===== src/design/four_city_tour_cost_evaluator_assert.svh =====
// Assertion macros for the four-city tour cost evaluator.
// Included by the top level; depends on nothing else.
`ifndef FOUR_CITY_TOUR_COST_EVALUATOR_ASSERT_SVH
`define FOUR_CITY_TOUR_COST_EVALUATOR_ASSERT_SVH

// Same-cycle implication, disabled while reset is asserted.
`define FCTCE_ASSERT_IMPL(lbl, clk, rst_n, ante, cons) \
    lbl: assert property (@(posedge clk) disable iff (!(rst_n)) (ante) |-> (cons)) \
        else $error("fctce: same-cycle check failed");

// Next-cycle implication, disabled while reset is asserted.
`define FCTCE_ASSERT_NEXT(lbl, clk, rst_n, ante, cons) \
    lbl: assert property (@(posedge clk) disable iff (!(rst_n)) (ante) |=> (cons)) \
        else $error("fctce: next-cycle check failed");

`endif


===== src/design/fctce_pkg.sv =====
`timescale 1ns / 1ps
// Shared constants, types and the cost lane lookup for the tour evaluator.
// No dependencies.
package fctce_pkg;

    localparam int COST_BITS  = 16;
    localparam int LANE_BITS  = 16;
    localparam int NUM_CITIES = 4;
    localparam int CITY_W     = 2;
    localparam int SUM_W      = 18;
    localparam int BEST_W     = 10;
    localparam int CODE_W     = 6;
    localparam int DATA_W     = 64;
    localparam int ADDR_W     = 5;

    localparam logic [BEST_W-1:0] BEST_RESET = BEST_W'(1000);

    typedef logic [CITY_W-1:0]    t_city;
    typedef logic [COST_BITS-1:0] t_cost;
    typedef logic [SUM_W-1:0]     t_sum;
    typedef logic [BEST_W-1:0]    t_best;
    typedef logic [DATA_W-1:0]    t_row;
    typedef logic [CODE_W-1:0]    t_code;

    typedef enum logic [CITY_W-1:0] {
        REG_ROW0 = 2'd0,
        REG_ROW1 = 2'd1,
        REG_ROW2 = 2'd2,
        REG_ROW3 = 2'd3
    } t_reg_idx;

    typedef struct packed {
        t_sum  objective;
        logic  tour_valid;
        logic  within_bounds;
        logic  improved;
        t_best cost;
        t_city second_city;
        t_city third_city;
        t_city fourth_city;
    } t_score;

    function automatic t_cost lane_cost(t_row row, t_city to);
        return row[LANE_BITS*int'(to) +: COST_BITS];
    endfunction

endpackage


===== src/design/fctce_in_if.sv =====
`timescale 1ns / 1ps
// Request channel carrying one tour code.
// Depends on fctce_pkg.
interface fctce_in_if;
    logic              valid;
    logic              ready;
    fctce_pkg::t_code  tour_code;

    modport source (output valid, output tour_code, input ready);
    modport sink   (input valid, input tour_code, output ready);
endinterface


===== src/design/fctce_out_if.sv =====
`timescale 1ns / 1ps
// Result channel carrying the score of one tour and the kept best.
// Depends on fctce_pkg.
interface fctce_out_if;
    logic             valid;
    logic             ready;
    fctce_pkg::t_sum  objective_value;
    logic             tour_valid;
    logic             within_bounds;
    logic             improved;
    fctce_pkg::t_best best_cost_out;
    fctce_pkg::t_city best_second_city;
    fctce_pkg::t_city best_third_city;
    fctce_pkg::t_city best_fourth_city;

    modport source (output valid, output objective_value, output tour_valid,
                    output within_bounds, output improved, output best_cost_out,
                    output best_second_city, output best_third_city,
                    output best_fourth_city, input ready);
    modport sink   (input valid, input objective_value, input tour_valid,
                    input within_bounds, input improved, input best_cost_out,
                    input best_second_city, input best_third_city,
                    input best_fourth_city, output ready);
endinterface


===== src/design/fctce_bounds.sv =====
`timescale 1ns / 1ps
// Lower and upper cost bounds: row minima and maxima registered as a row is written,
// then summed into registered bounds. Depends on fctce_pkg.
module fctce_bounds (
    input  logic              i_clk,
    input  logic              i_rst_n,
    input  logic              i_wr_en,
    input  fctce_pkg::t_city  i_wr_idx,
    input  fctce_pkg::t_row   i_wr_data,
    output fctce_pkg::t_sum   o_lower,
    output fctce_pkg::t_sum   o_upper
);

    fctce_pkg::t_cost r_min [fctce_pkg::NUM_CITIES];
    fctce_pkg::t_cost r_max [fctce_pkg::NUM_CITIES];
    fctce_pkg::t_sum  r_lower;
    fctce_pkg::t_sum  r_upper;
    fctce_pkg::t_cost w_min;
    fctce_pkg::t_cost w_max;
    fctce_pkg::t_sum  n_lower;
    fctce_pkg::t_sum  n_upper;

    always_comb begin
        fctce_pkg::t_cost v;
        w_min = fctce_pkg::lane_cost(i_wr_data, fctce_pkg::CITY_W'(0));
        w_max = w_min;
        for (int j = 1; j < fctce_pkg::NUM_CITIES; j++) begin
            v = fctce_pkg::lane_cost(i_wr_data, fctce_pkg::CITY_W'(j));
            if (v < w_min) begin
                w_min = v;
            end
            if (v > w_max) begin
                w_max = v;
            end
        end
    end

    always_comb begin
        n_lower = '0;
        n_upper = '0;
        for (int r = 0; r < fctce_pkg::NUM_CITIES; r++) begin
            n_lower = n_lower + fctce_pkg::SUM_W'(r_min[r]);
            n_upper = n_upper + fctce_pkg::SUM_W'(r_max[r]);
        end
    end

    always_ff @(posedge i_clk) begin
        if (!i_rst_n) begin
            for (int r = 0; r < fctce_pkg::NUM_CITIES; r++) begin
                r_min[r] <= '0;
                r_max[r] <= '0;
            end
            r_lower <= '0;
            r_upper <= '0;
        end else begin
            for (int r = 0; r < fctce_pkg::NUM_CITIES; r++) begin
                if (i_wr_en && i_wr_idx == fctce_pkg::CITY_W'(r)) begin
                    r_min[r] <= w_min;
                    r_max[r] <= w_max;
                end
            end
            r_lower <= n_lower;
            r_upper <= n_upper;
        end
    end

    assign o_lower = r_lower;
    assign o_upper = r_upper;

endmodule


===== src/design/fctce_score.sv =====
`timescale 1ns / 1ps
// Scores one tour code: repeat check, tour cost, bound test and best compare.
// Depends on fctce_pkg.
module fctce_score (
    input  fctce_pkg::t_row   i_rows [fctce_pkg::NUM_CITIES],
    input  fctce_pkg::t_code  i_code,
    input  fctce_pkg::t_sum   i_lower,
    input  fctce_pkg::t_sum   i_upper,
    input  fctce_pkg::t_best  i_best_cost,
    output fctce_pkg::t_score o_score
);

    fctce_pkg::t_city w_a;
    fctce_pkg::t_city w_b;
    fctce_pkg::t_city w_c;
    fctce_pkg::t_city w_succ [fctce_pkg::NUM_CITIES];
    fctce_pkg::t_sum  w_cost;
    logic             w_valid;
    logic             w_within;

    assign w_a = i_code[5:4];
    assign w_b = i_code[3:2];
    assign w_c = i_code[1:0];

    // A tour is complete only when the three visited cities are 1, 2 and 3 in some order.
    assign w_valid = (w_a != '0) && (w_b != '0) && (w_c != '0)
                  && (w_a != w_b) && (w_a != w_c) && (w_b != w_c);

    // Each row contributes the edge to its successor on the closed tour.
    always_comb begin
        w_succ[0] = w_a;
        for (int r = 1; r < fctce_pkg::NUM_CITIES; r++) begin
            if (w_a == fctce_pkg::CITY_W'(r)) begin
                w_succ[r] = w_b;
            end else if (w_b == fctce_pkg::CITY_W'(r)) begin
                w_succ[r] = w_c;
            end else begin
                w_succ[r] = '0;
            end
        end
        w_cost = '0;
        for (int r = 0; r < fctce_pkg::NUM_CITIES; r++) begin
            w_cost = w_cost + fctce_pkg::SUM_W'(fctce_pkg::lane_cost(i_rows[r], w_succ[r]));
        end
    end

    assign w_within = w_valid && (w_cost < i_upper) && (w_cost > i_lower);

    assign o_score.objective     = w_within ? w_cost : i_upper;
    assign o_score.tour_valid    = w_valid;
    assign o_score.within_bounds = w_within;
    assign o_score.improved      = w_within && (w_cost < fctce_pkg::SUM_W'(i_best_cost));
    assign o_score.cost          = w_cost[fctce_pkg::BEST_W-1:0];
    assign o_score.second_city   = w_a;
    assign o_score.third_city    = w_b;
    assign o_score.fourth_city   = w_c;

endmodule


===== src/design/four_city_tour_cost_evaluator.sv =====
`timescale 1ns / 1ps
// Top level of the four-city tour cost evaluator: config registers, pipeline, kept best.
// Depends on fctce_pkg, fctce_in_if, fctce_out_if, fctce_bounds, fctce_score.
//
//   Channel   Direction  Contents
//   i_req     in         tour_code (6 bits), valid/ready
//   o_rsp     out        objective_value, flags, kept best cost and path, valid/ready
//   APB       in/out     four 64-bit cost rows at byte addresses 0, 8, 16, 24
//
// A request is taken into an input register and scored from there into the result register;
// one request is taken every cycle while o_rsp.ready is high. The kept best is updated as an
// improving score enters the result register, in order. The result register stalls on
// o_rsp.ready; i_req.ready falls only while both stages are full and o_rsp.ready is low.
// Bounds follow a row write through the registered row minima and maxima, then the summed
// bounds register. Synchronous reset clears rows and bounds and sets the best cost to 1000.
`include "four_city_tour_cost_evaluator_assert.svh"

module four_city_tour_cost_evaluator (
    input  logic                           i_clk,
    input  logic                           i_rst_n,
    fctce_in_if.sink                       i_req,
    fctce_out_if.source                    o_rsp,
    input  logic                           psel,
    input  logic                           penable,
    input  logic                           pwrite,
    input  logic [fctce_pkg::ADDR_W-1:0]   paddr,
    input  fctce_pkg::t_row                pwdata,
    output fctce_pkg::t_row                prdata,
    output logic                           pready
);

    fctce_pkg::t_row   r_rows [fctce_pkg::NUM_CITIES];
    logic              r_s1_valid;
    fctce_pkg::t_code  r_s1_code;
    logic              r_out_valid;
    fctce_pkg::t_sum   r_out_objective;
    logic              r_out_tour_valid;
    logic              r_out_within;
    logic              r_out_improved;
    fctce_pkg::t_best  r_best_cost;
    fctce_pkg::t_city  r_best_second;
    fctce_pkg::t_city  r_best_third;
    fctce_pkg::t_city  r_best_fourth;

    fctce_pkg::t_reg_idx w_reg_idx;
    logic              w_wr_en;
    fctce_pkg::t_sum   w_lower;
    fctce_pkg::t_sum   w_upper;
    fctce_pkg::t_score w_score;
    logic              w_out_free;
    logic              w_s1_go;
    logic              w_in_take;

    assign w_reg_idx = fctce_pkg::t_reg_idx'(paddr[fctce_pkg::ADDR_W-1:3]);
    assign w_wr_en   = psel && penable && pwrite;
    assign pready    = 1'b1;

    always_comb begin
        case (w_reg_idx)
            fctce_pkg::REG_ROW0: prdata = r_rows[0];
            fctce_pkg::REG_ROW1: prdata = r_rows[1];
            fctce_pkg::REG_ROW2: prdata = r_rows[2];
            fctce_pkg::REG_ROW3: prdata = r_rows[3];
            default:             prdata = '0;
        endcase
    end

    always_ff @(posedge i_clk) begin
        if (!i_rst_n) begin
            for (int r = 0; r < fctce_pkg::NUM_CITIES; r++) begin
                r_rows[r] <= '0;
            end
        end else if (w_wr_en) begin
            r_rows[w_reg_idx] <= pwdata;
        end
    end

    fctce_bounds u_bounds (
        .i_clk     (i_clk),
        .i_rst_n   (i_rst_n),
        .i_wr_en   (w_wr_en),
        .i_wr_idx  (paddr[fctce_pkg::ADDR_W-1:3]),
        .i_wr_data (pwdata),
        .o_lower   (w_lower),
        .o_upper   (w_upper)
    );

    fctce_score u_score (
        .i_rows      (r_rows),
        .i_code      (r_s1_code),
        .i_lower     (w_lower),
        .i_upper     (w_upper),
        .i_best_cost (r_best_cost),
        .o_score     (w_score)
    );

    assign w_out_free  = !r_out_valid || o_rsp.ready;
    assign w_s1_go     = r_s1_valid && w_out_free;
    assign i_req.ready = !r_s1_valid || w_out_free;
    assign w_in_take   = i_req.valid && i_req.ready;

    always_ff @(posedge i_clk) begin
        if (!i_rst_n) begin
            r_s1_valid    <= 1'b0;
            r_out_valid   <= 1'b0;
            r_best_cost   <= fctce_pkg::BEST_RESET;
            r_best_second <= '0;
            r_best_third  <= '0;
            r_best_fourth <= '0;
        end else begin
            if (w_in_take) begin
                r_s1_valid <= 1'b1;
            end else if (w_s1_go) begin
                r_s1_valid <= 1'b0;
            end
            if (w_s1_go) begin
                r_out_valid <= 1'b1;
            end else if (o_rsp.ready) begin
                r_out_valid <= 1'b0;
            end
            if (w_s1_go && w_score.improved) begin
                r_best_cost   <= w_score.cost;
                r_best_second <= w_score.second_city;
                r_best_third  <= w_score.third_city;
                r_best_fourth <= w_score.fourth_city;
            end
        end
    end

    always_ff @(posedge i_clk) begin
        if (w_in_take) begin
            r_s1_code <= i_req.tour_code;
        end
        if (w_s1_go) begin
            r_out_objective  <= w_score.objective;
            r_out_tour_valid <= w_score.tour_valid;
            r_out_within     <= w_score.within_bounds;
            r_out_improved   <= w_score.improved;
        end
    end

    assign o_rsp.valid            = r_out_valid;
    assign o_rsp.objective_value  = r_out_objective;
    assign o_rsp.tour_valid       = r_out_tour_valid;
    assign o_rsp.within_bounds    = r_out_within;
    assign o_rsp.improved         = r_out_improved;
    assign o_rsp.best_cost_out    = r_best_cost;
    assign o_rsp.best_second_city = r_best_second;
    assign o_rsp.best_third_city  = r_best_third;
    assign o_rsp.best_fourth_city = r_best_fourth;

    `FCTCE_ASSERT_IMPL(a_best_bounded, i_clk, i_rst_n, 1'b1, r_best_cost <= fctce_pkg::BEST_RESET)
    `FCTCE_ASSERT_IMPL(a_improved_in_bounds, i_clk, i_rst_n, r_out_valid && r_out_improved,
        r_out_within && r_out_tour_valid)
    `FCTCE_ASSERT_IMPL(a_improved_best_match, i_clk, i_rst_n, r_out_valid && r_out_improved,
        fctce_pkg::SUM_W'(r_best_cost) == r_out_objective)
    `FCTCE_ASSERT_NEXT(a_best_only_on_improve, i_clk, i_rst_n, !(w_s1_go && w_score.improved),
        $stable(r_best_cost))

endmodule

===== src/flat_wrapper.sv =====
// flat-port wrapper written by rule: the top's interface ports become plain ports
module four_city_tour_cost_evaluator_flat 
  (i_clk, i_rst_n, psel, penable, pwrite, paddr, pwdata, prdata, pready, i_req_valid, i_req_tour_code, i_req_ready, o_rsp_valid, o_rsp_objective_value, o_rsp_tour_valid, o_rsp_within_bounds, o_rsp_improved, o_rsp_best_cost_out, o_rsp_best_second_city, o_rsp_best_third_city, o_rsp_best_fourth_city, o_rsp_ready);
  fctce_in_if i_req_i ();
  fctce_out_if o_rsp_i ();
  input  logic i_clk;
  input  logic i_rst_n;
  input  logic psel;
  input  logic penable;
  input  logic pwrite;
  input  logic [fctce_pkg::ADDR_W-1:0] paddr;
  input  fctce_pkg::t_row pwdata;
  output fctce_pkg::t_row prdata;
  output logic pready;
  input wire logic [$bits(i_req_i.valid)-1:0] i_req_valid;
  input wire logic [$bits(i_req_i.tour_code)-1:0] i_req_tour_code;
  output wire logic [$bits(i_req_i.ready)-1:0] i_req_ready;
  output wire logic [$bits(o_rsp_i.valid)-1:0] o_rsp_valid;
  output wire logic [$bits(o_rsp_i.objective_value)-1:0] o_rsp_objective_value;
  output wire logic [$bits(o_rsp_i.tour_valid)-1:0] o_rsp_tour_valid;
  output wire logic [$bits(o_rsp_i.within_bounds)-1:0] o_rsp_within_bounds;
  output wire logic [$bits(o_rsp_i.improved)-1:0] o_rsp_improved;
  output wire logic [$bits(o_rsp_i.best_cost_out)-1:0] o_rsp_best_cost_out;
  output wire logic [$bits(o_rsp_i.best_second_city)-1:0] o_rsp_best_second_city;
  output wire logic [$bits(o_rsp_i.best_third_city)-1:0] o_rsp_best_third_city;
  output wire logic [$bits(o_rsp_i.best_fourth_city)-1:0] o_rsp_best_fourth_city;
  input wire logic [$bits(o_rsp_i.ready)-1:0] o_rsp_ready;
  assign i_req_i.valid = i_req_valid;
  assign i_req_i.tour_code = i_req_tour_code;
  assign i_req_ready = i_req_i.ready;
  assign o_rsp_valid = o_rsp_i.valid;
  assign o_rsp_objective_value = o_rsp_i.objective_value;
  assign o_rsp_tour_valid = o_rsp_i.tour_valid;
  assign o_rsp_within_bounds = o_rsp_i.within_bounds;
  assign o_rsp_improved = o_rsp_i.improved;
  assign o_rsp_best_cost_out = o_rsp_i.best_cost_out;
  assign o_rsp_best_second_city = o_rsp_i.best_second_city;
  assign o_rsp_best_third_city = o_rsp_i.best_third_city;
  assign o_rsp_best_fourth_city = o_rsp_i.best_fourth_city;
  assign o_rsp_i.ready = o_rsp_ready;
  four_city_tour_cost_evaluator u_core (.i_clk(i_clk), .i_rst_n(i_rst_n), .i_req(i_req_i), .o_rsp(o_rsp_i), .psel(psel), .penable(penable), .pwrite(pwrite), .paddr(paddr), .pwdata(pwdata), .prdata(prdata), .pready(pready));
endmodule

===== config.mk =====
export PLATFORM = sky130hd
export DESIGN_NAME = four_city_tour_cost_evaluator_flat
export DESIGN_NICKNAME = d
export VERILOG_FILES = /design/src/design/fctce_pkg.sv /design/src/design/fctce_in_if.sv /design/src/design/fctce_out_if.sv /design/src/design/fctce_bounds.sv /design/src/design/fctce_score.sv /design/src/design/four_city_tour_cost_evaluator.sv /design/src/flat_wrapper.sv
export VERILOG_INCLUDE_DIRS = /design/src /design/src/design
export SDC_FILE = /design/constraint.sdc
export NUM_CORES = 1
export LEC_CHECK = 0
export BUFFER_PORTS_ARGS = -buffer_cell sky130_fd_sc_hd__buf_2
export CORE_ASPECT_RATIO = 1.75
export CORE_MARGIN = 2
export CORE_UTILIZATION = 60
export CTS_CLUSTER_SIZE = 28
export DETAILED_ROUTE_END_ITERATION = 8
export PLACE_DENSITY = 0.85
export SYNTH_ARGS = -nofsm -noshare
export SYNTH_HDL_FRONTEND = slang
export SYNTH_SLANG_ARGS = --single-unit
export TNS_END_PERCENT = 20

===== constraint.sdc =====
create_clock -name i_clk -period 9.21 [get_ports i_clk]
set_clock_uncertainty 0.2 [all_clocks]
set_input_delay 0.921 -clock i_clk [delete_from_list [all_inputs] [get_ports i_clk]]
set_output_delay 0.921 -clock i_clk [all_outputs]
set_load 0.05 [all_outputs]

==> results of run 1 <==
## layout make-up
cell class | count | area, µm² | area share, %
multi-input cells | 1615 | 14430 | 49.38
flip-flops and latches | 465 | 10860 | 37.16
repair buffers | 225 | 1239 | 4.238
clock buffers | 53 | 1134 | 3.879
well taps | 566 | 708.2 | 2.423
inverters | 175 | 661.9 | 2.265
clock inverters | 24 | 185.2 | 0.6336
diodes | 3 | 7.507 | 0.02569
## path summary, 6_finish.rpt
kind	from	end	slack, ns	cells after the start
worst min register to register	u_core.o_rsp.best_third_city[0]$_SDFFE_PN0P_	u_core.o_rsp.best_third_city[0]$_SDFFE_PN0P_	0.27	2
worst max register to register	u_core.r_s1_code[4]$_DFFE_PP_	u_core.o_rsp.objective_value[17]$_DFFE_PP_	0.52	25
worst max-delay path	u_core.r_s1_code[4]$_DFFE_PP_	u_core.o_rsp.objective_value[17]$_DFFE_PP_	0.52	25
worst min-delay path	u_core.o_rsp.best_third_city[0]$_SDFFE_PN0P_	u_core.o_rsp.best_third_city[0]$_SDFFE_PN0P_	0.27	2
## synth_stat cells, types with 37 or more instances
cell and count:
clkbuf_1 109, a21oi_1 206, inv_1 172, dfxtp_1 310, nor2_1 90, a22o_1 176
fa_1 96, edfxtp_1 155, o21ai_0 161, a21o_1 37, ha_1 170, nand3_1 41
nand2_1 163, mux4_2 128
## registers in the layout (all words and copies together), names as in the netlist, 6 cells and up
register                      count
u_core.u_bounds.o_lower          18
u_core.o_rsp.objective_value     18
u_core.o_rsp.best_cost_out       10
u_core.u_bounds.r_min            64
u_core.u_bounds.r_max            64
u_core.r_s1_code                  6
u_core.r_rows                   256
u_core.u_bounds.o_upper          18
## stage by stage
step,instance area [µm²],instances
final,29230,3126
after detailed placement,27900,3046
after CTS,29220,3123
after global routing,29220,3124
after global placement,27900,3046
after floorplan,26520,2396
## placed cells by master, fill, tap and decap left out, types with 41 or more instances in the layout
master and count:
nand3_1 41, inv_1 172, nor2_1 83, mux4_2 128
fa_1 96, nand2_1 163, a21oi_1 205, clkbuf_16 43
buf_2 180, o21ai_0 161, buf_4 45, a22o_1 176
edfxtp_1 155, ha_1 170, dfxtp_1 310
## power breakdown
group          switching (mW)  internal (mW)
Sequential             0.0628           2.25
Clock                   0.798          0.937
Combinational            1.06          0.580
## tightest hold or removal path: cells and delay by family, from the launching register on
kind | cells | cell delay [ns]
DFF | 1 | 0.31
AOI/OAI and AO/OA | 2 | 0.12
## metal layers
metal / GRT usage [%] / up-vias / part of all wire, % / routed length [µm]
met4: 27.64 / 2 / 8.7 / 7293
met2: 62.48 / 1657 / 50 / 41370
li1: - / 9215 / - / -
met1: 39.28 / 10630 / 32 / 26740
met5: 0 / - / 0.019 / 16
met3: 6.466 / 469 / 9.7 / 8127
## cell families (layout without fill, tap and decap cells)
kind of cell | count (synthesis) | count (layout)
xor gates and xnor gates | 29 | 29
muxes | 149 | 149
buffers and inverters | 316 | 477
AOI/OAI and AO/OA | 752 | 752
and+or+nand+nor | 417 | 417
adders and majority gates | 267 | 267
DFF | 465 | 465
other | 1 | 4
==> summary.md, run 1 <==
| Metric | Value |
|---|---|
| Req. time, crit path | 9.32 ns |
| Average wire per standard cell | 26.73 µm |
| XOR/XNOR share of the synthesized area | 0.9577% |
| Cell with the largest stage delay on the worst path | nand2_1 |
| Setup repair after global routing missed its margin | false |
| Count of mapped cells out of synthesis | 2396 |
| Worst path buffer plus inverter count | 5 |
| Core Region | 43470 µm² |
| Final worst hold slack | 0.2747 ns |
| Initial DRC Count | 2562 |
| Clock-pin transition on the worst setup and hold timing paths | 0.06 ns |
| Fraction of the mapped netlist area in compound gates | 18.80% |
| Slew Limit Headroom | 25.37% |
| Crit path max fanout | 44 |
| Initial Util | 61.01% |
| I/O Pins | 186 |
| Count of hold-fix buffers inserted at cts | 0 |
| Number of unique standard cell types used by synthesis | 84 |
| Post-synthesis instance area | 26520 µm² |
| CP Data Arrival Time | 8.81 ns |
| Proportion of synthesized chip area in sequential cells | 40.95% |
| Kind of start point of the critical path | register |
| Post-route clock period utilization | 94.41% |
| Number of buffers inserted to repair setup after CTS | 0 |
| Pwr dens | 194.8 nW/µm² |
| Least-Margin Pin Slew | 1.113 ns |
| Synth area leader | dfxtp_1 |
| GRT overflow | 0 |
| Width of the chip | 162.9 µm |
| Number of levels the H-tree was split into | 2 |
| Initial antenna violation count | 7 |
| Fin util | 67.23% |
| Buffers on Ports | 181 |
| Total Die Area | 45960 µm² |
| Number of enable flip-flop cells after synthesis | 155 |
| Min Tclk post-route | 8.695 ns |
| Die height | 282.1 µm |
| TritonCTS clock tree | built |
| MaxCap Viol Count | 0 |
| Clock buffers created by TritonCTS | 43 |
| Fmax | 0.1150 GHz |
| Syn Area/Cell | 11.07 µm² |
| Number of gates resized after CTS | 0 |
| Global-route total usage across every layer | 36.17% |
| Number of optimization iterations in the first detailed-route pass | 6 |
| Synthesis-to-finish area growth | 10.20% |
| Dominant combinational cell family by area after synthesis | compound AO/OA/AOI/OAI gates |
| Worst hold path type | reg -> reg |
| Final critical-path setup slack | 0.5152 ns |
| Total of fill cells in the finished design | 3128 |
| CP Class | reg -> reg |
| Endpoint kind of the worst setup timing path | register |
| Final hold viol count | 0 |
| Leakage power figure | 11.99 nW |
| Global placer's final weighted congestion | 1.007 |
| Status | finished clean |
| Final WL | 83550 µm |
| Most common cell on crit path | nand2_1 |
| Via count | 21.97k |
| Setup TNS | 0 ns |
| Bufs on Longest Clock Path | 3 |
| Most used DFF post-synth | dfxtp_1 |
| Number of design rule violations left after detail routing | 0 |
| Worst-case vdd ir drop | 0.1693 mV |
| Ranking of synthesized cells by area | dfxtp_1 23%, edfxtp_1 18%, mux4_2 11% |
| Via density per instance | 7.028 |
| Syn_nets | 2744 |
| Floorplan row count | 101 |
| Maximum number of pins on one net before global-route repair | 71 |
| Endpoints failing setup | 0 |
| Multiplexer area fraction after synthesis | 11.69% |
| Yosys warns | 0 |
| Number of global-route vias before repair | 22.65k |
| Fraction of layout instances using a drive strength above 1 | 17.83% |
| Final Net Count | 2873 |
| Cell at the root of the clock tree | clkbuf_16 |
| Share of synthesized cell area in and, or, nand and nor gates | 7.379% |
| Number of sinks handled by clock tree synthesis | 465 |
| Number of slew-limit violations in the final report | 0 |
| Cell class contributing the biggest share of worst-path delay | compound AO/OA/AOI/OAI gates |
| Delay of the slowest cell on the worst path | 0.65 ns |
| DRT antenna net count | 0 |
| Post-Synth Adder-Cell Area | 15.31% |
| First-pass GRT wire length | 125900 µm |
| Flop and latch count out of synthesis | 465 |
| Synth top area share | 23.40% |
| Clock latency on the worst-skew pair | 0.58 ns |
| Power Total | 5.695 mW |
| Share of synthesized registers carrying an async set or reset | 0% |
| Post-detailed-placement half-perimeter wirelength | 59960 µm |
| Worst setup slack before clock tree synthesis | 0.6306 ns |
(Power assumes the default switching activity.)
==> run 2: changes to the inputs <==
--- a/config.mk
+++ b/config.mk
@@ -9,10 +9,10 @@
 export BUFFER_PORTS_ARGS = -buffer_cell sky130_fd_sc_hd__buf_2
 export CORE_ASPECT_RATIO = 1.75
 export CORE_MARGIN = 2
-export CORE_UTILIZATION = 60
+export CORE_UTILIZATION = 56
 export CTS_CLUSTER_SIZE = 28
 export DETAILED_ROUTE_END_ITERATION = 8
-export PLACE_DENSITY = 0.85
+export PLACE_DENSITY = 0.84
 export SYNTH_ARGS = -nofsm -noshare
 export SYNTH_HDL_FRONTEND = slang
 export SYNTH_SLANG_ARGS = --single-unit
==> constraint.sdc (replaced) <==
create_clock -name i_clk -period 7.35 [get_ports i_clk]
set_clock_uncertainty 0.2 [all_clocks]
set_input_delay 0.735 -clock i_clk [delete_from_list [all_inputs] [get_ports i_clk]]
set_output_delay 0.735 -clock i_clk [all_outputs]
set_load 0.05 [all_outputs]
==> summary.md, run 2 (same netlist as run 1, synthesis figures left out) <==
| Metric | Value |
|---|---|
| Cell at the root of the clock tree | clkbuf_16 |
| Portion of total power attributed to the clock network | 31.0% |
| Slew Limit Headroom | 26.22% |
| Internal power consumption | 4.901 mW |
| Worst setup slack for register-to-register paths | 0.28 ns |
| I/O Pins | 186 |
| Number of slew-limit violations in the final report | 0 |
| Worst-case vdd ir drop | 0.2370 mV |
| Req. time, crit path | 7.53 ns |
| Number of levels the H-tree was split into | 2 |
| Top reg by flops | u_core.r_rows |
| Reg2reg path depth | 31 |
| Share of power burned in combinational logic | 29.8% |
| Buffers on Ports | 181 |
| Via density per instance | 6.937 |
| Share of power burned in registers | 39.2% |
| Final critical-path setup slack | 0.2654 ns |
| Number of global-route vias before repair | 23.01k |
| Global-route total usage across every layer | 36.92% |
| Status | finished clean |
| Maximum number of pins on one net before global-route repair | 70 |
| Crit path to | u_core.u_bounds.r_min[2][10]$_SDFFCE_PN0P_ |
| Crit path max fanout | 15 |
| Delay of the slowest cell on the worst path | 0.40 ns |
| Switching part of the total power | 33.76% |
| Fmax | 0.1412 GHz |
| CP Data Arrival Time | 7.26 ns |
| Worst reg2reg endpoint | u_core.o_rsp.best_third_city[0]$_SDFFE_PN0P_ |
| Max reg flops | 256 |
| Worst setup slack before clock tree synthesis | -0.2288 ns |
| Least-Margin Pin Slew | 1.107 ns |
| Initial Util | 56.70% |
| Initial antenna violation count | 2 |
| Initial DRC Count | 2518 |
| Total Die Area | 49180 µm² |
| GRT overflow | 0 |
| Fraction of layout instances using a drive strength above 1 | 21.10% |
| Total of fill cells in the finished design | 3451 |
| Final worst hold slack | 0.1317 ns |
| Clock buffers created by TritonCTS | 43 |
| R2r startpoint | u_core.r_s1_code[5]$_DFFE_PP_ |
| Switching power total | 2.497 mW |
| Post-detailed-placement half-perimeter wirelength | 65800 µm |
| Average wire per standard cell | 28.40 µm |
| Floorplan row count | 105 |
| DRT antenna net count | 0 |
| MaxCap Viol Count | 0 |
| Leakage power figure | 12.53 nW |
| Cell with the largest stage delay on the worst path | nor4_2 |
| Via count | 22.43k |
| Worst hold path type | in -> reg |
| Final hold viol count | 0 |
| Die height | 291.9 µm |
| Setup repair after global routing missed its margin | true |
| Number of sinks handled by clock tree synthesis | 465 |
| Core Region | 46770 µm² |
| Final Net Count | 2961 |
| Antenna diodes | 0 |
| Clock latency on the worst-skew pair | 0.58 ns |
| TritonCTS clock tree | built |
| Endpoints failing setup | 0 |
| Pwr dens | 244.4 nW/µm² |
| Endpoint kind of the worst setup timing path | register |
| Commonest cells after routing, fill and taps aside | 310 x dfxtp_1, 204 x a21oi_1, 180 x buf_2 |
| Most common cell after layout, fill and taps aside | dfxtp_1 |
| Clock-pin transition on the worst setup and hold timing paths | 0.07 ns |
| Min Tclk post-route | 7.085 ns |
| Most common cell on crit path | a21o_1 |
| Global placer's final weighted congestion | 1.040 |
| Launching element of the worst setup path | pwdata[11] |
| Number of optimization iterations in the first detailed-route pass | 6 |
| First-pass GRT wire length | 136500 µm |
| Synthesis-to-finish area growth | 14.16% |
| Bufs on Longest Clock Path | 3 |
| Post-route clock period utilization | 96.39% |
| Number of design rule violations left after detail routing | 0 |
| Final WL | 91830 µm |
| CP Class | in -> reg |
| Width of the chip | 168.5 µm |
| Largest registers | u_core.r_rows x256, u_core.u_bounds.r_max x64, u_core.u_bounds.r_min x64 |
| Kind of start point of the critical path | input pin |
| Power Total | 7.398 mW |
-- run 2: cell count changes in the layout (fill, tap and decap cells not counted), sizes merged --
cell | before | now
clkinv | 20 | 13
diode | 3 | 0
buf | 225 | 313
clkbuf | 53 | 55
inv | 177 | 179
bufinv | 2 | 3
clkinvlp | 0 | 2
-- run 2: timing repair --
action,4_1_cts,5_1_grt
setup endpoints to repair,35,48
hold buffers,0,0
buffers inserted,0,23
resized for setup,1,19
pin swaps,0,1
gates cloned,0,0
-- run 2: routing by layer --
metal,global-route usage (%),up-vias,routed length [µm]
li1,-,9404,-
met1,38.24,10740,28300
met2,62.05,1723,44140
met3,7.577,555,8672
met4,34.42,2,10710
met5,0,-,9
-- run 2: layout make-up --
cell class	count	area [µm²]	area share (%)
Multi-Input combinational cell	1615	14510	47.93
Sequential cell	465	10860	35.87
Timing Repair Buffer	313	2111	6.972
Clock buffer	55	1174	3.877
Tap cell	588	735.7	2.430
Inverter	175	661.9	2.186
Clock inverter	22	221.5	0.7315
-- run 2: through the flow --
| step | area [µm²] | utilization [%] | std cells | setup TNS [ns] |
|---|---|---|---|---|
| final | 30280 | 64.73 | 3233 | 0 |
| after global routing | 30280 | 64.73 | 3233 | -0.1843 |
| after CTS | 30000 | 64.14 | 3210 | 0 |
| after detailed placement | 28600 | 61.15 | 3133 | -9.429 |
| after global placement | 28600 | 61.15 | 3133 | -0.04032 |
| after floorplan | 26520 | - | 2396 | 0 |
-- run 2: power by group through the flow --
| stage | sequential, mW | clock (mW) | combinational (mW) |
|---|---|---|---|
| finish | 2.90 | 2.29 | 2.21 |
| global route | 2.91 | 2.38 | 2.39 |
| CTS | 2.90 | 2.29 | 2.14 |
| detailed placement | 2.96 | 0 | 2.12 |
| global placement | 2.95 | 0 | 2.01 |
| floorplan | 2.98 | 0 | 1.39 |
-- run 2: worst min path at each step --
stage / start / cells past startpoint / to / slack (ns)
4_1_cts: i_req_tour_code[4] / 1 / u_core.r_s1_code[4]$_DFFE_PP_ / 0.12
5_1_grt: i_req_tour_code[2] / 1 / u_core.r_s1_code[2]$_DFFE_PP_ / 0.13
3_5_place_dp: u_core.r_rows[48]$_SDFFE_PN0P_ / 2 / u_core.r_rows[48]$_SDFFE_PN0P_ / 0.27
2_1_floorplan: u_core.r_rows[129]$_SDFFE_PN0P_ / 2 / u_core.r_rows[129]$_SDFFE_PN0P_ / 0.24
6_report: i_req_tour_code[4] / 1 / u_core.r_s1_code[4]$_DFFE_PP_ / 0.13
3_3_place_gp: u_core.r_rows[72]$_SDFFE_PN0P_ / 2 / u_core.r_rows[72]$_SDFFE_PN0P_ / 0.25
-- run 2: critical path, delay by kind of cell --
kind            cells  cell delay, ns
buf+inv             6            0.98
mux                 1            0.37
compound gates     15            2.98
simple gates        5            1.29
fa+ha+maj           3            0.90
